===== src/rtl/core/tccw_pkg.sv =====
`timescale 1ns / 1ps

package tccw_pkg;

  // Default geometry of the text screen.
  localparam int COLUMNS_DEFAULT   = 80;
  localparam int ROWS_DEFAULT      = 25;
  localparam int TAB_WIDTH_DEFAULT = 8;

  localparam int CELL_W = 16;
  localparam logic [CELL_W-1:0] BLANK_CELL = 16'h0F20;

  // Command codes.
  localparam logic [1:0] CMD_PUT   = 2'd0;
  localparam logic [1:0] CMD_CLEAR = 2'd1;
  localparam logic [1:0] CMD_READ  = 2'd2;

  // Character codes with a meaning of their own.
  localparam logic [7:0] CH_BS       = 8'h08;
  localparam logic [7:0] CH_TAB      = 8'h09;
  localparam logic [7:0] CH_LF       = 8'h0A;
  localparam logic [7:0] CH_CR       = 8'h0D;
  localparam logic [7:0] CH_PRINT_LO = 8'h20;
  localparam logic [7:0] CH_PRINT_HI = 8'h7F;

  typedef enum logic [2:0] {
    ST_INIT,
    ST_IDLE,
    ST_PUT,
    ST_SWEEP,
    ST_READ,
    ST_RESPOND
  } state_t;

  // Commands from the controller to the datapath.
  typedef struct packed {
    logic latch;
    logic home;
    logic put;
    logic sweep;
    logic read;
    logic respond;
  } ctl_cmd_t;

  // Status from the datapath to the controller.
  typedef struct packed {
    logic sweep_last;
    logic scroll;
  } ctl_stat_t;

endpackage


===== src/rtl/core/tccw_ctrl.sv =====
`timescale 1ns / 1ps

module tccw_ctrl
  import tccw_pkg::*;
(
  input  logic      clk,
  input  logic      rst,
  input  logic      start,
  input  logic [1:0] cmd,
  input  ctl_stat_t stat,
  output logic      busy,
  output ctl_cmd_t  ctl
);

  state_t state;
  state_t state_next;

  always_ff @(posedge clk) begin
    if (rst) begin
      state <= ST_INIT;
    end else begin
      state <= state_next;
    end
  end

  always_comb begin
    state_next = state;
    case (state)
      ST_INIT: begin
        if (stat.sweep_last) begin
          state_next = ST_IDLE;
        end
      end
      ST_IDLE: begin
        if (start) begin
          case (cmd)
            CMD_PUT:   state_next = ST_PUT;
            CMD_CLEAR: state_next = ST_SWEEP;
            CMD_READ:  state_next = ST_READ;
            default:   state_next = ST_RESPOND;
          endcase
        end
      end
      ST_PUT: begin
        state_next = stat.scroll ? ST_SWEEP : ST_RESPOND;
      end
      ST_SWEEP: begin
        if (stat.sweep_last) begin
          state_next = ST_RESPOND;
        end
      end
      ST_READ: begin
        state_next = ST_RESPOND;
      end
      ST_RESPOND: begin
        state_next = ST_IDLE;
      end
      default: begin
        state_next = ST_IDLE;
      end
    endcase
  end

  always_comb begin
    busy        = (state != ST_IDLE);
    ctl.latch   = (state == ST_IDLE) && start;
    ctl.home    = (state == ST_IDLE) && start && (cmd == CMD_CLEAR);
    ctl.put     = (state == ST_PUT);
    ctl.sweep   = (state == ST_INIT) || (state == ST_SWEEP);
    ctl.read    = (state == ST_READ);
    ctl.respond = (state == ST_RESPOND);
  end

endmodule


===== config.mk =====
export PLATFORM = sky130hd
export DESIGN_NAME = tccw_ctrl
export DESIGN_NICKNAME = d
export VERILOG_FILES = /design/src/rtl/core/tccw_pkg.sv /design/src/rtl/core/tccw_ctrl.sv
export SDC_FILE = /design/constraint.sdc
export NUM_CORES = 1
export LEC_CHECK = 0
export ABC_CLOCK_PERIOD_IN_PS = 3350
export BUFFER_PORTS_ARGS = -buffer_cell sky130_fd_sc_hd__buf_2
export CORE_AREA = 2 2 39 41
export DETAILED_ROUTE_END_ITERATION = 6
export DIE_AREA = 0 0 41 43
export GPL_ROUTABILITY_DRIVEN = 0
export PLACE_DENSITY_LB_ADDON = 0.12
export SYNTH_ARGS = -nofsm -noshare
export SYNTH_HDL_FRONTEND = slang
export SYNTH_SLANG_ARGS = --single-unit

===== constraint.sdc =====
create_clock -name clk -period 3.35 [get_ports clk]
set_input_delay 0.1675 -clock clk [delete_from_list [all_inputs] [get_ports clk]]
set_output_delay 0.1675 -clock clk [all_outputs]
set_load 0.02 [all_outputs]

After elaboration in Yosys (flattened, before gate mapping) --
Index checks and enable logic that the tools add are counted.
Operators by class: $add $sub $neg 0, magnitude comparators 0, reductions and logical operators 6, shift operators 0, bitwise gates (word level) 0, multiplexer cells 6, equal/unequal tests 11, div/mod/pow operators 0, multiply operators 0
Operators with widths (number):
- $pmux W3 S5 | 1
- $mux W3 | 4
- $pmux W3 S3 | 1
- $eq A3 B2 Y1 const B | 2
- $eq A3 B3 Y1 const B | 2
- $ne A2 B2 Y1 const B | 3
- $eq A3 B1 Y1 const B | 1
- $logic_not A3 Y1 | 1
- $ne A3 B1 Y1 const B | 1
- $reduce_and A3 Y1 | 1
- $eq A2 B1 Y1 const B | 1
- $eq A2 B2 Y1 const B | 1
- $logic_and A1 B1 Y1 | 2
- $logic_not A2 Y1 | 1
- $logic_or A1 B1 Y1 | 1
Word-level totals: memories 0, latch bits 0, flip-flop bits (word level) 3, word-level logic and storage cells 24, RAM bits 0, input port bits 7, ROM bits 0

Depth between registers and ports, before layout --
Gate-level depths: netlist of the first run.
depth after elaboration 4, gate-level depth with buffers 5, depth with buffers taken out 4

Least setup slack after synthesis of the first run --
No wires, ideal clock.
path type reg2out, from register state[1], to output port ctl[4] (netlist name), path slack 1.921 ns, arrival 1.262 ns, required time 3.182 ns, path buffers 1, stages on the path, launching flop included 5, cells stage by stage dfxtp_1 -> buf_6 -> nor2_2 -> nand3_1 -> nor3b_1
RTL lines:
- from (decl) | RTL line tccw_ctrl.sv:15 | state_t state;
- from (signal assigned) | RTL line tccw_ctrl.sv:22 | state <= state_next;
- to (decl) | RTL line tccw_ctrl.sv:12 | output ctl_cmd_t ctl

==> impl_metrics.tcl, run 1 <==
set metrics [dict create \
    timing.final.crit_share_pct 46.9 \
    p_sw_uw 37.1 \
    crit_required_ps 3180 \
    hold_path.class "input port to flip-flop" \
    ios 14 \
    r2r_slack_ps 1950 \
    synth-main-ff-cell "dfxtp_1" \
    core_area_um2 1380 \
    pwr-share-seq_pct 31.7 \
    ctsResizeCount 0 \
    drt_iter0_drc 6 \
    dp_hpwl_um 492 \
    synth_area_leaders "dfxtp_1, nand2b_1, a2111oi_2" \
    r2r_start "state[0]" \
    die_area_um2 1760 \
    first_pass_iters 3 \
    largest-register "state" \
    cts_tree "yes" \
    internal_power_uw 93.5 \
    synth.distinct_cells 22 \
    drt-total-wl_um 631 \
    diodes 0 \
    grt_pass1_wl_um 959 \
    hold_violations 0 \
    fin_skew_ps 1.80 \
    track_usage_pct 8.82 \
    stdcell_area_um2 349 \
    clk_latency_ps 230 \
    cp_cell_sequence "nand3_1 -> nor3b_1 -> buf_2" \
    cts_sinks 3 \
    post_cts_buffers 0 \
    ir_drop_mv 0.105 \
    grt_max_degree 13 \
    fillerInstances 160 \
    fmax_mhz 637 \
    holdWs_ps 161 \
    setup_slack_ps 1780 \
    hold_end "state[2]" \
    drcViolationCount 0 \
    ant_nets 0 \
    synth_top_area_share_pct 23.2 \
    cpMaxStageDelayCell "dfxtp_1" \
    syn-cell-area_um2 259 \
    via_per_inst 4.34 \
    syn_area_per_cell_um2 8.09 \
    crit_fanout 12 \
    die_h_um 43 \
    synth_commonest_cells "dfxtp_1, nand2b_1" \
    finalSetupTns_ps 0 \
    wl_per_cell_um 10.2 \
    clk_pin_slew_ps 40 \
    rr_worst_depth 4 \
    grt_overflow 0 \
    worstHoldStart "rst" \
    io_buffers 13 \
    cp-start-kind "flip-flop" \
    yosys_warnings 0 \
    start_util_pct 18.7 \
    cp_top_family "flip-flops" \
    antenna_found_initial 0 \
    die_w_um 41 \
    fin_util_pct 25.2 \
    stdcell_count 62 \
    largest_register_ffs 3 \
    htree_levels 1 \
    drive_gt1_share_pct 43.5 \
    cp.arrival_ps 1400 \
    finalSetupViolCount 0 \
    worst_slew_pin_slew_ps 363 \
    synth_area_leader_cell "dfxtp_1" \
    synth_enable_flop_cells 0 \
    fin_crit_ps 1570 \
    syn_inst 32 \
    slew_headroom_pct 75.8 \
    critical_path_class "flip-flop to primary output" \
    nets 54 \
    reg_top3 "state: 3 flops" \
    rsz0062_at_grt "no" \
    status "finished, final reports clean" \
    p_clk_share_pct 49.0 \
    grt_pass1_vias 236 \
    r2r_end "state[1]" \
    place_ws_ps 1940 \
    rows 14 \
    syn_nets 39 \
    vias 269 \
    cts_buffer_depth 2 \
    regArea_um2 60.1 \
    critPathBufInv 1 \
    power_frac_comb_pct 19.3 \
    slew_violations 0 \
    cts_made_buffers 3 \
    ys_seq_elements 3 \
    root_buffer "clkbuf_4" \
    async_reset_ff_share_pct 0 \
    multi_input_area_um2 170 \
    place_area_um2 323 \
    netSwitchingFraction_pct 28.4 \
    power_density_nw_per_um2 374 \
    syn_to_final_growth_pct 34.8 \
    ctsHoldBuffers 0 \
    max-cap-violations 0 \
    dp.cells 58 \
    synth_seq_area_share_pct 23.2 \
    p_leak_nw 0.176 \
    end_kind "primary output" \
    total_power_uw 131 \
    max_stage_delay_ps 530 \
    min_path_cells 2 \
]
[routing by layer]
layer,vias up,wire length [µm],global-route usage (%),part of all wire (%)
met1,120,301,9.58,48
met4,0,0,8.00,0
met5,-,0,0,0
met2,9,294,10.6,47
met3,0,35,6.28,5.5
li1,140,-,-,-
[logic make-up after synthesis]
| logic type | Yosys count | synth area share (%) |
|---|---|---|
| flops | 3 | 23.2 |
| xor+xnor | 1 | 3.38 |
| buf+inv | 5 | 11.1 |
| compound gates | 7 | 21.7 |
| simple gates | 15 | 34.8 |
| mux | 1 | 5.80 |
[placed cells by master, fill, tap and decap left out, drive strengths merged]
cell      n
mux2      1
xor2      1
nand2     2
nand2b    3
a2111oi   1
nor2      3
a311oi    1
clkbuf    4
nor3      1
nand3     1
o21a      1
a21o      1
buf      13
dfxtp     3
nor3b     2
a21oi     1
and3b     1
inv       2
o21ai     1
a22oi     1
nand3b    2
[cell type report]
cell class              instances  area share (%)
inverters                       2            2.15
multi-input cells              24            48.7
well taps                      16            5.73
clock buffers                   4            7.53
repair buffers                 13            18.6
flip-flops and latches          3            17.2
[how the worst max path moves through the flow]
stage                        start        to  slack (ps)  cells past startpoint
after floorplan           state[1]    ctl[4]        1920                      4
after global placement    state[0]  state[1]        1950                      4
after detailed placement  state[0]  state[1]        1940                      4
after CTS                 state[0]    ctl[4]        1750                      3
after global routing      state[0]    ctl[4]        1600                      3
final                     state[0]    ctl[4]        1780                      3
[power by group through the flow]
stage	clock [mW]	combinational (mW)	sequential (mW)
after floorplan	0	0.0198	0.0384
after global placement	0	0.0251	0.0420
after detailed placement	0	0.0257	0.0420
after CTS	0.0675	0.0257	0.0414
after global routing	0.0749	0.0275	0.0421
final	0.0639	0.0253	0.0414
Note: power is estimated with default switching activity, not from simulation.
==> inputs of run 2 (changes only) <==
Settings changed: ABC_CLOCK_PERIOD_IN_PS 3350 to 1400.
Clock period 3.35 ns to 1.4 ns, I/O delays scaled along.
==> impl_metrics.tcl, run 2 (synthesis results as in run 1) <==
set metrics [dict create \
    fin_crit_ps 1310 \
    die_w_um 41 \
    final_common_cell "buf_2" \
    grt_max_degree 11 \
    ctsHoldBuffers 0 \
    syn_to_final_growth_pct 45.4 \
    drt_iter0_drc 4 \
    largest_register_ffs 3 \
    grt_pass1_wl_mm 1.04 \
    finalSetupViolCount 0 \
    htree_levels 1 \
    reg_top3 "state: 3 flops" \
    track_usage_pct 9.22 \
    io_buffers 13 \
    fin_skew_ps 0.0786 \
    grt_overflow 0 \
    worstHoldStart "rst" \
    r2r_slack_ps 130 \
    die_h_um 43 \
    finalSetupTns_ps 0 \
    drive_gt1_share_pct 54.2 \
    die_area_um2 1760 \
    clk_latency_ps 230 \
    critical_path_class "flip-flop to primary output" \
    rr_worst_depth 3 \
    root_buffer "clkbuf_4" \
    layout_common_cells "buf_2, nand2b_1, clkbuf_4" \
    grt_pass1_vias 257 \
    slew_headroom_pct 79.8 \
    cts_made_buffers 3 \
    max-cap-violations 0 \
    core_area_um2 1380 \
    start_util_pct 18.7 \
    r2r_start "state[1]" \
    p_leak_nw 0.189 \
    nets 56 \
    holdWs_ps 60.4 \
    timing.final.crit_share_pct 93.7 \
    hold_end "state[2]" \
    rsz0062_at_grt "no" \
    cts_tree "yes" \
    ios 14 \
    drt-total-wl_um 614 \
    ir_drop_mv 0.364 \
    crit_fanout 9 \
    via_per_inst 4.17 \
    worst_slew_pin_slew_ps 302 \
    rows 14 \
    min_path_cells 2 \
    cp-start-kind "flip-flop" \
    fmax_mhz 763 \
    status "finished, final reports clean" \
    end_kind "primary output" \
    clk_pin_slew_ps 40 \
    ant_nets 0 \
    crit_required_ps 1330 \
    largest-register "state" \
    vias 267 \
    first_pass_iters 2 \
    wl_per_cell_um 9.59 \
    r2r_end "state[1]" \
    hold_violations 0 \
    hold_path.class "input port to flip-flop" \
    slew_violations 0 \
    cts_buffer_depth 2 \
    cts_sinks 3 \
    drcViolationCount 0 \
    fin_util_pct 27.2 \
    power_density_nw_per_um2 838 \
    diodes 0 \
    antenna_found_initial 0 \
    cp.arrival_ps 1240 \
]
[run 2: worst max-delay path by stage]
stage	cells past startpoint	slack, ps	startpoint	end
2_1_floorplan	4	70	state[1]	ctl[4]
3_3_place_gp	3	110	state[1]	state[1]
3_5_place_dp	3	50	state[1]	state[1]
4_1_cts	4	3	state[1]	ctl[4]
5_1_grt	4	3	state[2]	ctl[4]
6_report	4	90	state[2]	ctl[4]
[run 2: final cells by class]
cell class              instances  area, µm²
flip-flops and latches          3       62.6
inverters                       2       7.51
repair buffers                 15       80.1
multi-input cells              24        180
well taps                      16       20.0
clock buffers                   4       26.3
fillers                       169       1010
[run 2: worst max-delay path, stage by stage (launching register included)]
cell and delay [ps]:
dfxtp_2 360, nor2_2 150, nand3_2 140, nor3b_2 190
buf_2 180
[run 2: report_power, final]
part	internal, mW	switching (mW)
registers	0.0896	0.00369
clock network	0.107	0.0424
logic	0.0324	0.0408
[run 2: through the flow]
stage                     cells  power [mW]  cell area, µm²  setup slack, ps
after floorplan              32       0.139             259             68.4
after global placement       59       0.165             330              115
after detailed placement     59       0.166             330             46.3
after CTS                    64       0.325             370             3.07
after global routing         64       0.343             377             3.12
final                        64       0.316             377             88.6
[run 2: routing by layer]
layer	global-route usage, %	wire, µm	up-vias
met5	0	0	-
met4	4.00	0	0
met3	6.28	46	0
met2	12.5	303	11
met1	10.9	264	111
li1	-	-	145
[run 2: repair_timing]
item | in CTS | in global routing
pin swaps | 1 | 0
setup endpoints to repair | 1 | 2
setup buffers | 1 | 0
gates cloned | 0 | 0
resized for setup | 2 | 2
